`config.mk`:
```
export PLATFORM = sky130hd
export DESIGN_NAME = seconds_to_calendar
export DESIGN_NICKNAME = d
export VERILOG_FILES = /design/src/design/s2c_pkg.sv /design/src/design/seconds_to_calendar.sv
export SDC_FILE = /design/constraint.sdc
export NUM_CORES = 1
export LEC_CHECK = 0
export BUFFER_PORTS_ARGS = -buffer_cell sky130_fd_sc_hd__buf_2
export CAP_MARGIN = 20
export CORE_ASPECT_RATIO = 0.6
export CORE_MARGIN = 3
export CORE_UTILIZATION = 62
export DETAILED_ROUTE_END_ITERATION = 16
export PLACE_DENSITY = 0.8
export SLEW_MARGIN = 15
export SYNTH_ARGS = -nofsm -noshare
export SYNTH_HDL_FRONTEND = slang
export SYNTH_SLANG_ARGS = --single-unit
```
`constraint.sdc`:
```
create_clock -name clk -period 8.05 [get_ports clk]
set_input_delay 1.2075 -clock clk [delete_from_list [all_inputs] [get_ports clk]]
set_output_delay 1.2075 -clock clk [all_outputs]
set_load 0.01 [all_outputs]
```
`src/design/s2c_pkg.sv`:
```
// Shared types, constants and the control store for the seconds-to-calendar converter.
// Used by seconds_to_calendar; depends on nothing else.
`default_nettype none

package s2c_pkg;

  // Widths of the converter's fields and internal values.
  localparam int unsigned SecW   = 32;   // input second count
  localparam int unsigned RemW   = 17;   // seconds into the day, below 86400
  localparam int unsigned DaysW  = 16;   // whole days, at most 49710
  localparam int unsigned YearW  = 12;
  localparam int unsigned PcW    = 4;
  localparam int unsigned OutW   = 48;   // packed result, 41 bits used

  localparam logic [YearW-1:0] BASE_YEAR   = 12'd2000;
  localparam logic [DaysW-1:0] WEEK_OFFSET = 16'd5;    // 2000-01-01 was a Saturday
  localparam logic [8:0]       YEAR_DAYS   = 9'd365;
  localparam logic [8:0]       LEAP_DAYS   = 9'd366;

  localparam logic [RemW-1:0] DIV_DAY  = 17'd86400;
  localparam logic [RemW-1:0] DIV_HOUR = 17'd3600;
  localparam logic [RemW-1:0] DIV_MIN  = 17'd60;
  localparam logic [RemW-1:0] DIV_WEEK = 17'd7;

  // Rounded-up reciprocals for exact quotients by multiply and shift.
  // Seconds / 86400 is (seconds >> 7) / 675, taken as a product shifted right by 35.
  localparam logic [25:0] RECIP_DAY  = 26'd50903317;  // 2^35 / 675, rounded up
  // Seconds into the day / 3600 is (value >> 4) / 225, shifted right by 21.
  localparam logic [13:0] RECIP_HOUR = 14'd9321;      // 2^21 / 225, rounded up
  // Seconds into the hour / 60 is (value >> 2) / 15, shifted right by 14.
  localparam logic [10:0] RECIP_MIN  = 11'd1093;      // 2^14 / 15, rounded up
  // Day number / 7, shifted right by 19.
  localparam logic [16:0] RECIP_WEEK = 17'd74899;     // 2^19 / 7, rounded up

  // Datapath operation of one control word.
  typedef enum logic [2:0] {
    OP_DIV,        // quotient by reciprocal multiplication
    OP_SAVE_DAYS,  // keep day count and the seconds into the day
    OP_SAVE_HOUR,  // keep hour and the seconds into the hour
    OP_SAVE_MIN,   // keep minute and second
    OP_SAVE_WD,    // keep weekday, set up the year walk
    OP_YEAR,       // peel one year off the day count
    OP_MONTH,      // peel one month off the day count
    OP_EMIT        // hand the result to the output register
  } op_t;

  typedef enum logic [1:0] {
    DSEL_DAY,
    DSEL_HOUR,
    DSEL_MIN,
    DSEL_WEEK
  } dsel_t;

  // Jump condition: when it holds, the step counter loads the target.
  typedef enum logic [1:0] {
    COND_NEXT,       // never jump
    COND_TAKE,       // jump while a year or month was peeled off
    COND_SLOT_BUSY   // jump while the output register is still full
  } cond_t;

  typedef struct packed {
    op_t             op;
    dsel_t           dsel;
    cond_t           cond;
    logic [PcW-1:0]  target;
  } ucode_t;

  localparam logic [PcW-1:0] PC_DAY   = 4'd0;
  localparam logic [PcW-1:0] PC_YEAR  = 4'd8;
  localparam logic [PcW-1:0] PC_MONTH = 4'd9;
  localparam logic [PcW-1:0] PC_EMIT  = 4'd10;

  // The conversion program.
  function automatic ucode_t ucode_rom(input logic [PcW-1:0] pc);
    ucode_t w;
    w = '{op: OP_EMIT, dsel: DSEL_DAY, cond: COND_SLOT_BUSY, target: PC_EMIT};
    unique case (pc)
      4'd0:  w = '{OP_DIV,       DSEL_DAY,  COND_NEXT, PC_DAY};
      4'd1:  w = '{OP_SAVE_DAYS, DSEL_DAY,  COND_NEXT, PC_DAY};
      4'd2:  w = '{OP_DIV,       DSEL_HOUR, COND_NEXT, PC_DAY};
      4'd3:  w = '{OP_SAVE_HOUR, DSEL_HOUR, COND_NEXT, PC_DAY};
      4'd4:  w = '{OP_DIV,       DSEL_MIN,  COND_NEXT, PC_DAY};
      4'd5:  w = '{OP_SAVE_MIN,  DSEL_MIN,  COND_NEXT, PC_DAY};
      4'd6:  w = '{OP_DIV,       DSEL_WEEK, COND_NEXT, PC_DAY};
      4'd7:  w = '{OP_SAVE_WD,   DSEL_WEEK, COND_NEXT, PC_DAY};
      4'd8:  w = '{OP_YEAR,      DSEL_DAY,  COND_TAKE, PC_YEAR};
      4'd9:  w = '{OP_MONTH,     DSEL_DAY,  COND_TAKE, PC_MONTH};
      default: w = '{OP_EMIT,    DSEL_DAY,  COND_SLOT_BUSY, PC_EMIT};
    endcase
    return w;
  endfunction

  // Days in a month, month counted from 0 = January.
  function automatic logic [4:0] month_len(input logic [3:0] mon, input logic leap);
    logic [4:0] len;
    len = 5'd31;
    unique case (mon) inside
      4'd1:                    len = leap ? 5'd29 : 5'd28;
      4'd3, 4'd5, 4'd8, 4'd10: len = 5'd30;
      default:                 len = 5'd31;
    endcase
    return len;
  endfunction

endpackage

`default_nettype wire

```
`src/design/seconds_to_calendar.sv`:
```
// Converts a count of seconds since 2000-01-01 00:00:00 to Gregorian date, time and weekday.
// Depends on s2c_pkg for the control store, types and constants.
// Throughput: one item per conversion; the input is ready again once the result sits in
// the output register. Reset (rst_n low, synchronous) idles the sequencer and empties it.
`default_nettype none

module seconds_to_calendar
  import s2c_pkg::*;
(
  input  wire logic             clk,
  input  wire logic             rst_n,
  // Input channel.
  input  wire logic             in_tvalid,
  output logic                  in_tready,
  input  wire logic [SecW-1:0]  in_tdata,   // [31:0] seconds
  // Result channel.
  output logic                  out_tvalid,
  input  wire logic             out_tready,
  output logic [OutW-1:0]       out_tdata   // [11:0] year, [15:12] month, [20:16] day,
                                            // [25:21] hour, [31:26] minute,
                                            // [37:32] second, [40:38] weekday, rest zero
);

  // The converter is a small microcoded machine. A control word from ucode_rom is
  // fetched at pc_r each cycle; it picks one datapath operation and a jump condition.
  // Each of the four divisions by a constant takes two steps: a quotient step that
  // multiplies the (pre-shifted) dividend by a rounded-up reciprocal and keeps the top
  // bits, and a save step that multiplies the quotient back and subtracts to get the
  // remainder. The divisions are seconds / 86400, remainder / 3600, remainder / 60 and
  // (days + 5) / 7. Then the year walk peels 365 or 366 days per cycle, with leap years
  // tracked by mod-4, mod-100 and mod-400 counters, and the month walk peels one month per
  // cycle from the month-length table. Each walk ends on the compare that fails. The final
  // step loads the output register, which holds the result until its transfer while the
  // sequencer already accepts the next input; if the register is still full, the final
  // step waits for it.

  logic            busy_r, busy_nxt;
  logic [PcW-1:0]  pc_r, pc_nxt;
  logic [SecW-1:0] num_r, num_nxt;
  logic [RemW-1:0] rem_r, rem_nxt;
  logic [DaysW-1:0] q_r, q_nxt;
  logic [DaysW-1:0] days_r, days_nxt;
  logic [DaysW-1:0] left_r, left_nxt;
  logic [YearW-1:0] year_r, year_nxt;
  logic [1:0]      y4_r, y4_nxt;
  logic [6:0]      y100_r, y100_nxt;
  logic [8:0]      y400_r, y400_nxt;
  logic [3:0]      mon_r, mon_nxt;
  logic [4:0]      hour_r, hour_nxt;
  logic [5:0]      minute_r, minute_nxt;
  logic [5:0]      second_r, second_nxt;
  logic [2:0]      wday_r, wday_nxt;
  logic            out_valid_r, out_valid_nxt;
  logic [OutW-1:0] out_data_r, out_data_nxt;

  ucode_t          uw;
  logic [DaysW-1:0] wk_num;
  logic [50:0]     day_prod;
  logic [26:0]     hour_prod;
  logic [20:0]     min_prod;
  logic [32:0]     week_prod;
  logic [DaysW-1:0] quot;
  logic            leap;
  logic [8:0]      ylen;
  logic [4:0]      mlen;
  logic            take;
  logic            slot_free;
  logic            jump;
  logic            in_xfer;

  assign in_tready  = !busy_r;
  assign in_xfer    = in_tvalid && in_tready;
  assign out_tvalid = out_valid_r;
  assign out_tdata  = out_data_r;
  assign slot_free  = !out_valid_r || out_tready;

  assign uw = ucode_rom(pc_r);

  // Reciprocal products. The low bits dropped before each product are the power-of-two
  // part of the divisor, so every quotient is exact over its dividend's whole range.
  assign wk_num    = DaysW'(days_r + WEEK_OFFSET);
  assign day_prod  = 51'(num_r[SecW-1:7]) * 51'(RECIP_DAY);
  assign hour_prod = 27'(rem_r[16:4]) * 27'(RECIP_HOUR);
  assign min_prod  = 21'(rem_r[11:2]) * 21'(RECIP_MIN);
  assign week_prod = 33'(wk_num) * 33'(RECIP_WEEK);

  always_comb begin
    unique case (uw.dsel)
      DSEL_DAY:  quot = day_prod[50:35];
      DSEL_HOUR: quot = DaysW'(hour_prod[26:21]);
      DSEL_MIN:  quot = DaysW'(min_prod[20:14]);
      DSEL_WEEK: quot = DaysW'(week_prod[32:19]);
      default:   quot = day_prod[50:35];
    endcase
  end

  // Year and month trial subtractions.
  assign leap   = (y4_r == 2'd0) && ((y100_r != 7'd0) || (y400_r == 9'd0));
  assign ylen   = leap ? LEAP_DAYS : YEAR_DAYS;
  assign mlen   = month_len(mon_r, leap);

  always_comb begin
    take = 1'b0;
    unique case (uw.op)
      OP_YEAR:  take = left_r >= {7'd0, ylen};
      OP_MONTH: take = (mon_r < 4'd11) && (left_r >= {11'd0, mlen});
      default:  take = 1'b0;
    endcase
  end

  always_comb begin
    unique case (uw.cond)
      COND_NEXT:      jump = 1'b0;
      COND_TAKE:      jump = take;
      COND_SLOT_BUSY: jump = !slot_free;
      default:        jump = 1'b0;
    endcase
  end

  always_comb begin
    busy_nxt      = busy_r;
    pc_nxt        = pc_r;
    num_nxt       = num_r;
    rem_nxt       = rem_r;
    q_nxt         = q_r;
    days_nxt      = days_r;
    left_nxt      = left_r;
    year_nxt      = year_r;
    y4_nxt        = y4_r;
    y100_nxt      = y100_r;
    y400_nxt      = y400_r;
    mon_nxt       = mon_r;
    hour_nxt      = hour_r;
    minute_nxt    = minute_r;
    second_nxt    = second_r;
    wday_nxt      = wday_r;
    out_valid_nxt = out_valid_r && !out_tready;
    out_data_nxt  = out_data_r;

    if (busy_r) begin
      pc_nxt = jump ? uw.target : PcW'(pc_r + 4'd1);
      unique case (uw.op)
        OP_DIV: begin
          q_nxt = quot;
        end
        OP_SAVE_DAYS: begin
          days_nxt = q_r;
          rem_nxt  = RemW'(num_r - SecW'(q_r) * SecW'(DIV_DAY));
        end
        OP_SAVE_HOUR: begin
          hour_nxt = q_r[4:0];
          rem_nxt  = RemW'(rem_r - RemW'(q_r) * DIV_HOUR);
        end
        OP_SAVE_MIN: begin
          minute_nxt = q_r[5:0];
          second_nxt = 6'(rem_r - RemW'(q_r) * DIV_MIN);
        end
        OP_SAVE_WD: begin
          wday_nxt = 3'(wk_num - q_r * DaysW'(DIV_WEEK) + 16'd1);
          left_nxt = days_r;
          year_nxt = BASE_YEAR;
          y4_nxt   = '0;
          y100_nxt = '0;
          y400_nxt = '0;
          mon_nxt  = '0;
        end
        OP_YEAR: begin
          if (take) begin
            left_nxt = DaysW'(left_r - {7'd0, ylen});
            year_nxt = YearW'(year_r + 12'd1);
            y4_nxt   = 2'(y4_r + 2'd1);
            y100_nxt = (y100_r == 7'd99) ? 7'd0 : 7'(y100_r + 7'd1);
            y400_nxt = (y400_r == 9'd399) ? 9'd0 : 9'(y400_r + 9'd1);
          end
        end
        OP_MONTH: begin
          if (take) begin
            left_nxt = DaysW'(left_r - {11'd0, mlen});
            mon_nxt  = 4'(mon_r + 4'd1);
          end
        end
        OP_EMIT: begin
          if (slot_free) begin
            out_valid_nxt = 1'b1;
            out_data_nxt  = {7'd0, wday_r, second_r, minute_r, hour_r,
                             5'(left_r[4:0] + 5'd1), 4'(mon_r + 4'd1), year_r};
            busy_nxt      = 1'b0;
          end
        end
        default: begin
          busy_nxt = 1'b0;
        end
      endcase
    end else if (in_xfer) begin
      busy_nxt = 1'b1;
      pc_nxt   = PC_DAY;
      num_nxt  = in_tdata;
    end
  end

  always_ff @(posedge clk) begin
    if (!rst_n) begin
      busy_r      <= 1'b0;
      pc_r        <= PC_DAY;
      out_valid_r <= 1'b0;
    end else begin
      busy_r      <= busy_nxt;
      pc_r        <= pc_nxt;
      out_valid_r <= out_valid_nxt;
    end
    num_r      <= num_nxt;
    rem_r      <= rem_nxt;
    q_r        <= q_nxt;
    days_r     <= days_nxt;
    left_r     <= left_nxt;
    year_r     <= year_nxt;
    y4_r       <= y4_nxt;
    y100_r     <= y100_nxt;
    y400_r     <= y400_nxt;
    mon_r      <= mon_nxt;
    hour_r     <= hour_nxt;
    minute_r   <= minute_nxt;
    second_r   <= second_nxt;
    wday_r     <= wday_nxt;
    out_data_r <= out_data_nxt;
  end

endmodule

`default_nettype wire

```
==> results of run 1 <==
==> Yosys cell counts, types with 4 or more instances <==
master      n  area share
a211oi_1    8      0.0022
a21boi_0    7      0.0019
a21o_1     41       0.011
a21oi_1    93       0.017
a221o_1     5      0.0018
a22oi_1     7      0.0019
a31oi_1    11      0.0025
a32oi_1     5      0.0016
and2_1     13      0.0030
and3_1     21      0.0048
buf_4       7      0.0019
clkbuf_1   26      0.0036
dfxtp_1    15       0.011
edfxtp_1  192        0.21
fa_1      283        0.21
ha_1      617        0.28
inv_1     568       0.079
mux2i_1     4      0.0015
nand2_1    76       0.011
nand2b_1   11      0.0025
nand3_1    34      0.0063
nand3b_1    4      0.0011
nand4_1    13      0.0030
nor2_1    117       0.016
nor2b_1    20      0.0046
nor3_1     21      0.0039
nor3b_1     4      0.0011
nor4_1      5      0.0012
o211ai_1    7      0.0019
o21a_1      9      0.0025
o21ai_0    73       0.013
o21bai_1   14      0.0039
o221ai_1    6      0.0019
o22ai_1    10      0.0023
o31ai_1     5      0.0014
or2_2       6      0.0014
or3_1       5      0.0012
xnor2_1    89       0.029
xor2_1     53       0.017
==> registers in the layout (all words and copies together), names as in the netlist <==
name,count
busy_r,1
days_r,16
hour_r,5
left_r,16
minute_r,6
mon_r,4
num_r,32
out_tdata,41
out_tvalid,1
pc_r,4
q_r,16
rem_r,17
second_r,6
uw,9
wday_r,3
y100_r,7
y400_r,9
y4_r,2
year_r,12
==> stage by stage <==
step                      hold WS [ns]  setup WS, ns  utilization  std cells
final                            0.418         0.814        0.682       3245
after detailed placement         0.405         0.905        0.664       3203
after global routing             0.422         0.497        0.682       3243
after floorplan                  0.400          1.60            -       2576
after CTS                        0.419         0.908        0.682       3243
after global placement           0.407          1.00        0.664       3203
==> kinds of logic after synthesis <==
logic type | after synthesis | share of synthesized area
adders and majority gates | 900 | 0.493
buffers and inverters | 605 | 0.0850
and+or+nand+nor | 364 | 0.0657
AOI/OAI and AO/OA | 346 | 0.0844
DFF | 207 | 0.223
xor gates and xnor gates | 142 | 0.0458
muxes | 5 | 0.00230
other | 1 | 0.000138
==> layout make-up <==
class                           count  area [um^2]
Multi-Input combinational cell   1764        18800
Fill cell                        3194        13500
Sequential cell                   207         6070
Tap cell                          570          713
Inverter                          568         2130
Antenna cell                        2         5.00
Clock inverter                     12          139
Timing Repair Buffer               94          510
Clock buffer                       28          604
==> metal layers <==
| metal | share of wire | vias to the layer above |
|---|---|---|
| li1 | - | 8754 |
| met1 | 0.46 | 9266 |
| met2 | 0.40 | 789 |
| met3 | 0.12 | 92 |
| met4 | 0.022 | 2 |
| met5 | 0.00019 | - |
==> path summary, 6_finish.rpt <==
check	start	slack [ns]	endpoint
setup reg to reg	num_r[24]	0.81	q_r[0]
hold reg to reg	second_r[1]	0.42	out_tdata[33]
setup / recovery	num_r[24]	0.81	q_r[0]
hold / removal	second_r[1]	0.42	out_tdata[33]
==> worst reg2reg max path, delay by kind of cell, from the launching register on <==
family / cells / cell delay, ns
and+or+nand+nor: 3 / 0.63
AOI/OAI and AO/OA: 2 / 1.02
muxes: 1 / 0.45
buffers and inverters: 4 / 0.24
xor gates and xnor gates: 1 / 0.09
DFF: 1 / 0.71
adders and majority gates: 8 / 3.85
==> cell usage in the layout (no fill, tap or decap), types with 13 or more instances in the layout <==
cell and n:
a21o_1 41, o21bai_1 14, nor3_1 19, buf_4 16, nand3_1 34, a21oi_1 93
fa_1 283, xnor2_1 89, inv_1 568, nand4_1 13, and2_1 13, clkbuf_16 23
o21ai_0 73, dfxtp_1 15, and3_1 21, xor2_1 53, ha_1 617, edfxtp_1 192
buf_2 78, nor2b_1 20, nor2_1 115, nand2_1 76
==> metrics.md, run 1 <==
| Metric | Value |
|---|---|
| CP Launch Type | register |
| Setup bufs post-CTS | 0 |
| Setup Viol. Count Final | 0 |
| Normalized max-slew margin | 0.335 |
| Vias in the first global route | 19600 |
| IO Count | 86 |
| Synth async-reset ratio | 0 |
| CP Data Arrival Time | 7.52 ns |
| Die area | 0.0464 mm^2 |
| Setup TNS | 0 ns |
| Final Hold Fails | 0 |
| Max Clk Rate | 138 MHz |
| Ys flop type | edfxtp_1 |
| R2r worst-path depth | 19 |
| Total CTS buffers | 22 |
| Critical path required time | 8.33 ns |
| GRT Max-Usage Layer | met1 |
| Post-CTS Resized | 0 |
| Minimum clock period | 7.24 ns |
| Placed cell area | 0.0282 mm^2 |
| Slew @ Worst Pin | 0.995 ns |
| Via count | 18900 |
| Die Span Y | 168 um |
| IO buf count | 78 |
| Register area share after synthesis | 0.223 |
| Initial antenna violation count | 3 |
| Number of synthesized flops with an enable pin | 192 |
| Hold Path Depth | 0 |
| Clk buf depth | 3 |
| M3 GR Usage | 0.112 |
| Share of layout cells above drive strength 1 | 0.0595 |
| Cell Area, Synth | 0.0271 mm^2 |
| Critical path's most frequent cell | fa_1 |
| DRC | 0 |
| Critical-path cell list | fa_1 -> ha_1 -> fa_1 -> inv_1 -> fa_1 -> inv_1 -> fa_1 -> inv_1 -> fa_1 -> fa_1 -> inv_1 -> ha_1 -> nand2_1 -> nor4_1 -> nand2_1 -> a2111oi_0 -> a21o_1 -> xor2_1 -> mux4_2 |
| Area Growth Syn to Fin | 6.82% |
| DR iter-0 viols | 1519 |
| Die Width | 276 um |
| Largest stage delay, worst path | 0.75 ns |
| Via-to-Cell Ratio | 5.83 |
| Initial cell density of the core | 0.638 |
| Total of max-cap violations | 0 |
| DP HPWL | 55800 um |
| Detailed-router iteration count before antenna repair | 5 |
| H-tree Lvls | 1 |
| Cells after synthesis | 2570 |
| Tcrit/Tclk final | 0.899 |
| Clk slew on worst S/H paths | 0.07 ns |
| Run status | complete, no violations |
| Largest net degree at the start of global routing | 34 |
| DR WL/cell | 20.6 um |
| Rows | 58 |
| Hold crit path type | reg -> reg |
| Grt total ovfl | 0 |
| CTS tree | built |
| Crit-path max FO | 10 |
| Synth unique cells | 82 |
| Critical path endpoint category | register |
| Slew Viols, Final | 0 |
| Gr usage total | 0.293 |
| Clock Skew | 0.0126 ns |
| Kind of cell adding the most delay to the critical path | adder cells |
| Buf/Inv on CP | 4 |
| Clk_lat worst skew | 0.54 ns |
| CP Depth | 19 |
| # nets final | 3593 |
| Post-Syn Area per Cell | 10.6 um^2 |
| Clock Sinks | 207 |
| FF+latch count, synth | 207 |
| Yosys warnings | 0 |
| Final WL | 66900 um |
| Clock root cell | clkbuf_16 |
| Design area | 0.0290 mm^2 |
| Core footprint | 0.0425 mm^2 |
| Post-DRT Antenna Nets | 0 |
| First-pass GRT wire length | 107000 um |
| GR met2 Demand/Resource | 0.416 |
| GP Congestion | 0.983 |
| Global Route met1 Usage | 0.428 |
| Setup repair after global routing missed its margin | no |
| Hold buffer count at cts | 0 |
| Slowest stage cell, crit path | a2111oi_0 |
| Kind of critical path | reg -> reg |
Power of run 1 is not shown: default switching activity piles up to over one toggle a cycle in this logic, so the estimate is an artifact.
==> inputs of run 2 (changes only) <==
--- a/config.mk
+++ b/config.mk
@@ -6,12 +6,11 @@
 export NUM_CORES = 1
 export LEC_CHECK = 0
 export BUFFER_PORTS_ARGS = -buffer_cell sky130_fd_sc_hd__buf_2
-export CAP_MARGIN = 20
+export CAP_MARGIN = 25
 export CORE_ASPECT_RATIO = 0.6
 export CORE_MARGIN = 3
-export CORE_UTILIZATION = 62
+export CORE_UTILIZATION = 25
 export DETAILED_ROUTE_END_ITERATION = 16
-export PLACE_DENSITY = 0.8
 export SLEW_MARGIN = 15
 export SYNTH_ARGS = -nofsm -noshare
 export SYNTH_HDL_FRONTEND = slang
==> run 2 against run 1 <==
  * Final cell count grew 26%
  * Core utilization shrank 40 points
  * Worst hold slack lost 0.0046 ns
  * Die area grew 140%
  * Design area grew 3.8%
  * Critical path depth is the same
  * Register-to-register slack gained 0.06 ns
  * Global-route usage shrank 17 points
==> metrics.md, run 2 (synthesis results as in run 1) <==
| Metric | Value |
|---|---|
| Hold endpoint | out_tdata[27] |
| Slowest stage cell, crit path | edfxtp_1 |
| Buf/Inv on CP | 4 (unchanged) |
| Post-CTS Resized | 0 (unchanged) |
| Crit-path max FO | 10 (unchanged) |
| Detailed-router iteration count before antenna repair | 5 (unchanged) |
| Gr usage total | 0.122 (-0.171) |
| Antenna cells | 0 (-2) |
| Die Width | 431 um (+56%) |
| Design area | 0.0301 mm^2 (+3.8%) |
| DP HPWL | 57000 um (+2.1%) |
| Post-DRT Antenna Nets | 0 (unchanged) |
| Largest register FFs | 41 (unchanged) |
| Clock Skew | 0.0180 ns (+0.00540 ns) |
| Critical path required time | 8.35 ns (+0.02 ns) |
| # nets final | 3596 (+0.083%) |
| Hold buffer count at cts | 0 (unchanged) |
| Slew @ Worst Pin | 1.01 ns (+0.0139 ns) |
| Share of layout cells above drive strength 1 | 0.0593 (-0.000155) |
| Final WL | 68100 um (+1.8%) |
| Minimum clock period | 7.18 ns (-0.0598 ns) |
| Clk buf depth | 3 (unchanged) |
| Grt total ovfl | 0 (unchanged) |
| Clock root cell | clkbuf_16 |
| Kind of critical path | reg -> reg |
| CP Data Arrival Time | 7.47 ns (-0.05 ns) |
| Via-to-Cell Ratio | 4.43 (-24%) |
| First-pass GRT wire length | 107000 um (+0.30%) |
| Setup repair after global routing missed its margin | no |
| Setup TNS | 0 ns (unchanged) |
| Commonest non-fill, non-tap cell in the layout | ha_1 |
| Tcrit/Tclk final | 0.892 (-0.00743) |
| Most frequent cells in the layout | ha_1, inv_1, fa_1 |
| Final Hold Fails | 0 (unchanged) |
| Die area | 0.113 mm^2 (+140%) |
| Max Clk Rate | 139 MHz (+0.83%) |
| Critical-path cell list | fa_1 -> ha_1 -> fa_1 -> inv_1 -> fa_1 -> inv_1 -> fa_1 -> inv_1 -> fa_1 -> fa_1 -> inv_1 -> ha_1 -> nand2_1 -> nor4_1 -> nand2_1 -> a2111oi_0 -> a21o_1 -> xor2_1 -> mux4_2 |
| Hold crit path type | reg -> reg |
| Rows | 92 (+59%) |
| Kind of cell adding the most delay to the critical path | adder cells |
| GP Congestion | 0.945 (-3.9%) |
| Fin worst setup slack | 0.873 ns (+0.0598 ns) |
| Slew Viols, Final | 0 (unchanged) |
| CTS tree | built |
| Setup bufs post-CTS | 0 (unchanged) |
| Worst r2r src | num_r[24] |
| Clock Sinks | 207 (unchanged) |
| CP Launch Type | register |
| Largest stage delay, worst path | 0.75 ns (about the same) |
| IO buf count | 78 (unchanged) |
| Initial cell density of the core | 0.255 (-0.383) |
| Hold Path Depth | 0 (unchanged) |
| Total CTS buffers | 26 (+18%) |
| Total of max-cap violations | 0 (unchanged) |
| Setup Viol. Count Final | 0 (unchanged) |
| Critical path endpoint category | register |
| Clk slew on worst S/H paths | 0.06 ns (about the same) |
| Via count | 18100 (-4.2%) |
| Placed cell area | 0.0293 mm^2 (+3.7%) |
| DRC | 0 (unchanged) |
| Largest net degree at the start of global routing | 43 (+26%) |
| R2R Setup Slk | 0.87 ns (+0.06 ns) |
| Die Span Y | 261 um (+55%) |
| Place WS | 0.989 ns (+0.0837 ns) |
| Area Growth Syn to Fin | 10.9% |
| Normalized max-slew margin | 0.325 (-0.0102) |
| Critical path's most frequent cell | fa_1 |
| H-tree Lvls | 1 (unchanged) |
| Run status | complete, no violations |
| DR WL/cell | 16.7 um (-19%) |
| Initial antenna violation count | 1 (-2) |
| DR iter-0 viols | 1157 (-24%) |
| Vias in the first global route | 18000 (-8.2%) |
| Worst R2R End | q_r[0] |
| IO Count | 86 (unchanged) |
| Clk_lat worst skew | 0.56 ns (+0.02 ns) |
| Hold Crit Start | minute_r[1] |
| Core footprint | 0.106 mm^2 (+150%) |
| R2r worst-path depth | 19 (unchanged) |
run 2: cell count changes in the layout (fill, tap and decap cells not counted):
cell	change
clkinvlp_4	-1
clkinv_2	+2
nor2_2	-1
diode_2	-2
clkbuf_16	+3
clkinv_4	-2
clkinv_8	+1
bufinv_16	-1
clkbuf_1	+6
buf_4	-1
nor2_1	+1
run 2: worst reg2reg max path: cells and delay by family, from the launching register on:
kind	cells	cell delay [ns]
flops	1	0.75
buf+inv	4	0.26
mux	1	0.45
simple gates	3	0.62
xor+xnor	1	0.10
fa+ha+maj	8	3.80
compound gates	2	0.92
run 2: cell type report:
type	instances	area, um^2
Inverter	568	2130
Fill cell	11200	76300
Tap cell	1410	1760
Timing Repair Buffer	93	503
Sequential cell	207	6070
Multi-Input combinational cell	1764	18800
Clock inverter	11	110
Clock buffer	37	702
run 2: worst max-delay path by stage:
stage	startpoint	to	slack, ns	depth (start not counted)
2_1_floorplan	num_r[12]	q_r[12]	1.60	22
3_3_place_gp	num_r[12]	q_r[12]	0.98	22
3_5_place_dp	num_r[12]	q_r[12]	0.99	20
4_1_cts	num_r[12]	q_r[12]	0.95	20
5_1_grt	days_r[3]	q_r[13]	0.56	26
6_report	num_r[24]	q_r[0]	0.87	19
run 2: per-layer routing:
metal	up-vias	share of wire	track usage
met4	0	0.014	0.0180
li1	8775	-	-
met5	-	0	0
met2	483	0.38	0.165
met3	60	0.081	0.0319
met1	8795	0.52	0.194
run 2: stage by stage:
step                      std cells  hold slack (ns)   util
final                          4090            0.414  0.283
after global routing           4090            0.431  0.283
after CTS                      4090            0.419  0.283
after detailed placement       4042            0.405  0.275
after global placement         4041            0.403  0.275
after floorplan                2576            0.400      -
Power of run 2 is left out for the same reason.
